--- src/hw/rtl/pfl_ram.sv ---
// Generic single-port RAM with registered read data.
// No dependencies.
`default_nettype none
module pfl_ram #(
    parameter int WIDTH = 8,
    parameter int DEPTH = 256,
    parameter int AW    = (DEPTH > 1) ? $clog2(DEPTH) : 1
) (
    input  wire logic             i_clk,
    input  wire logic             i_en,
    input  wire logic             i_we,
    input  wire logic [AW-1:0]    i_addr,
    input  wire logic [WIDTH-1:0] i_wdata,
    output logic      [WIDTH-1:0] o_rdata
);

    logic [WIDTH-1:0] r_mem [DEPTH];
    logic [WIDTH-1:0] r_rdata;

    always_ff @(posedge i_clk) begin
        if (i_en) begin
            if (i_we) begin
                r_mem[i_addr] <= i_wdata;
            end else begin
                r_rdata <= r_mem[i_addr];
            end
        end
    end

    assign o_rdata = r_rdata;

endmodule
`default_nettype wire

--- config.mk ---
export PLATFORM = sky130hd
export DESIGN_NAME = pfl_ram
export DESIGN_NICKNAME = d
export VERILOG_FILES = /design/src/hw/rtl/pfl_ram.sv
export SDC_FILE = /design/constraint.sdc
export NUM_CORES = 2
export LEC_CHECK = 0
export ABC_CLOCK_PERIOD_IN_PS = 2500
export BUFFER_PORTS_ARGS = -buffer_cell sky130_fd_sc_hd__buf_4
export CAP_MARGIN = 20
export CELL_PAD_IN_SITES_DETAIL_PLACEMENT = 2
export CELL_PAD_IN_SITES_GLOBAL_PLACEMENT = 2
export CORE_MARGIN = 1.5
export CORE_UTILIZATION = 46
export DETAILED_ROUTE_END_ITERATION = 8
export GPL_TIMING_DRIVEN = 0
export HOLD_SLACK_MARGIN = 0.12
export MAX_ROUTING_LAYER = met4
export PLACE_DENSITY = 0.77
export SLEW_MARGIN = 20
export SYNTH_ARGS = -nofsm -noshare
export SYNTH_HDL_FRONTEND = slang
export SYNTH_SLANG_ARGS = --single-unit
--- constraint.sdc ---
create_clock -name i_clk -period 2.5 [get_ports i_clk]
set_input_delay 0.375 -clock i_clk [delete_from_list [all_inputs] [get_ports i_clk]]
set_output_delay 0.375 -clock i_clk [all_outputs]
set_load 0.02 [all_outputs]
==> impl_results.md <==
- Largest net degree at the start of global routing: roughly 120
- Initial antenna violation count: 12
- Synth warnings: 0
- Final nets: 3,829
- Setup Viol. Count Final: 430
- CP max FO: 1
- Worst path buffer plus inverter count: 0
- DR vias/cell: roughly 7.1
- Cells after synthesis: 3,526
- Yosys reg bits: 2,056
- Vias in the first global route: about 45,000
- Row Count: roughly 150
- Netlist Area Pre-Place: between 0.07 and 0.08 mm²
- Met1 Wirelength: approximately 110,000 µm
- Startpoint types: flop
- Vias: 44,055
- Worst hold margin: ~0.16 ns
- DRC Markers: 0
- First DRT Iteration DRCs: 6,646
- Final Skew: 0.05284 ns
- Die width: 415.8 µm
- Max frequency: 0.3202 GHz
- Syn_area_per_cell: 22.23 µm²
- Worst setup margin: -0.6235 ns
- Worst path max stage delay: 0.61 ns
- Initial Utilization: 46.30%
- Max cap viols: 0
- Most common cell after layout, fill and taps aside: edfxtp_1
- Length of routed met3 wiring: 30,320 µm
- Worst path cell trace: mux4_2 -> a22oi_2 -> a21oi_1 -> o41ai_4 -> nand4_1
- # H-tree levels: 4
- Share of the synthesized area in the top cell type: roughly four fifths
- Post-synth top area cell: edfxtp_1
- Cell variety after synth: 21
- Synth Flop Type: edfxtp_1
- Violated checks: negative setup slack
- Max stage delay cell, worst path: nand4_1
- P per Cell Area: 804.3 mW/mm²
- Wire length on met2: 159,000 µm
- Io pins: 27
- Min cycle time layout: between 3 and 4 ns
- First-pass iteration count of the detailed router: 6
- Sequential area share after synthesis: 78.77%
- P&R area growth vs syn: 17.46%
- Root Buffer: clkbuf_16
- Largest cells by area after synthesis: edfxtp_1, mux4_2, a22oi_1
- Final Hold Viols: 0
- Placed Area: 0.08250 mm²
- Die area: 0.1729 mm²
- CP Capture Type: flop
- Core ar.: 0.1693 mm²
- Gpl congestion: 0.9565
- WP data required: 2.91 ns
- Crit Path Category: reg2reg
- Async SR Flop Fraction: 0%
- HP Class: in2reg
- Hpwl dp: 195,000 µm
- Lkg Pwr: 0.02776 µW
- Highest metal used: met4
- Fill count: approximately 14,000
- Layout cells sized above 1: 36.00%
- Status: finished, violations left
- WL per Instance: 51.54 µm
- CTS tree: done
- Final ANT Viol Nets: 0
- Sink Count: 2,056
- Clock Pin Slew Worst Setup and Hold Paths: ~0.07 ns
- Global router's overall resource usage: 37.93%
- Overflow after GRT: 0
- Delay-heaviest family, CP: compound AO/OA/AOI/OAI gates
- Worst-Margin Slew: about 1.3 ns
- Clk Latency, worst-skew pair: around 0.88 ns
- Slew margin rel.: between 10% and 20%
- Most frequent cells in the layout: edfxtp_1, mux4_2, clkbuf_16
- Die Span Y: 415.8 µm
- EDFF count, synth: 2,056
- I/O Buffers: 24
- Max Slew Vio Count: 0
- Crit path DAT: 3.54 ns
- Number of CTS-inserted buffers: 211
- Post-Route WL: around 320,000 µm
- Tcrit/Tclk final: 124.9%
- First-pass GRT wire length: 422,500 µm
- RSZ-0062 raised after global routing: yes
- VDD IR-drop max: 0.7100 mV
- Syn Nets: 3,545
- Cell area after layout: 0.09206 mm²
- Clock Tree Buf Depth: 3
-- synth_stat cells, types with 7 or more instances --
cell	number
nand2_1	30
a22oi_1	256
buf_2	41
clkbuf_1	143
nor2_1	259
edfxtp_1	2056
nand4_1	8
mux4_2	512
buf_4	11
buf_6	9
buf_1	21
a21oi_1	128
nor2b_1	7
o41ai_1	32
-- timing repair --
action / CTS / global route
endpoints found under the hold margin: 407 / 0
pin swaps: 27 / 39
endpoints found under the setup margin: 2056 / 935
hold buffers: 9 / 0
buffers inserted: 6 / 4
resized for setup: 563 / 204
-- state kept, by name, summed over array words and instances (netlist names) --
signal	cells
o_rdata	8
r_mem	2048
-- path summary, 6_finish.rpt --
check,startpoint,to,cells past startpoint,slack (ns)
max,r_mem[141][3],o_rdata[3],5,-0.62
min,i_en,o_rdata[6],2,0.16
max reg2reg,r_mem[141][3],o_rdata[3],5,-0.62
min reg2reg,r_mem[180][6],o_rdata[6],5,1.40
-- layer usage --
metal  track usage (%)  up-vias
met4             21.82        0
met2             61.20     3545
met5                 -        -
li1                  -    15627
met3             8.230      967
met1             44.10    23916
-- cell families (layout without fill, tap and decap cells) --
logic type / Yosys count / count (layout) / synth area share (%)
flops: 2056 / 2056 / 78.77
buf+inv: 225 / 674 / 1.282
compound gates: 416 / 416 / 3.627
other cells: 0 / 17 / 0
simple gates: 317 / 317 / 1.606
mux: 512 / 512 / 14.71
-- worst reg2reg max path, cell delays in order (launching register included) --
cell and delay, ns:
edfxtp_1 0.54, mux4_2 0.55, a22oi_2 0.27, a21oi_1 0.14
o41ai_4 0.54, nand4_1 0.61
-- cell type report --
type                       count  area [µm²]  share of cell area, %
sequential                  2056       61740                  67.06
multi-input combinational   1245       18190                  19.76
clock buffer                 267        5618                  6.102
tap                         2218        2775                  3.014
buffer                       224        1598                  1.736
timing repair buffer          72        1244                  1.351
clock inverter               111       857.1                 0.9310
antenna                       17       42.54                0.04621
-- stage by stage --
| stage | utilization [%] | instances | setup slack (ns) | total power, µW | TNS, ns |
|---|---|---|---|---|---|
| 2_1_floorplan | - | 3526 | -0.07056 | 40370 | -36.85 |
| 3_3_place_gp | 48.24 | 5768 | -3.998 | 42020 | -6938.41 |
| 3_5_place_dp | 48.73 | 5796 | -3.213 | 42370 | -4776.43 |
| 4_1_cts | 53.84 | 6188 | -0.3024 | 73310 | -8.289 |
| 5_1_grt | 54.38 | 6207 | -0.4203 | 74880 | -2.880 |
| 6_report | 54.38 | 6210 | -0.6235 | 74050 | -18.87 |
-- where the power goes --
group / leakage (µW) / total (µW) / switching, µW / internal, µW
logic: 0.00612 / 4250 / 2950 / 1290
registers: 0.0185 / 38000 / 24.5 / 38000
clock network: 0.00316 / 31800 / 14800 / 17000
No activity file was read; power rests on OpenSTA's default activity.
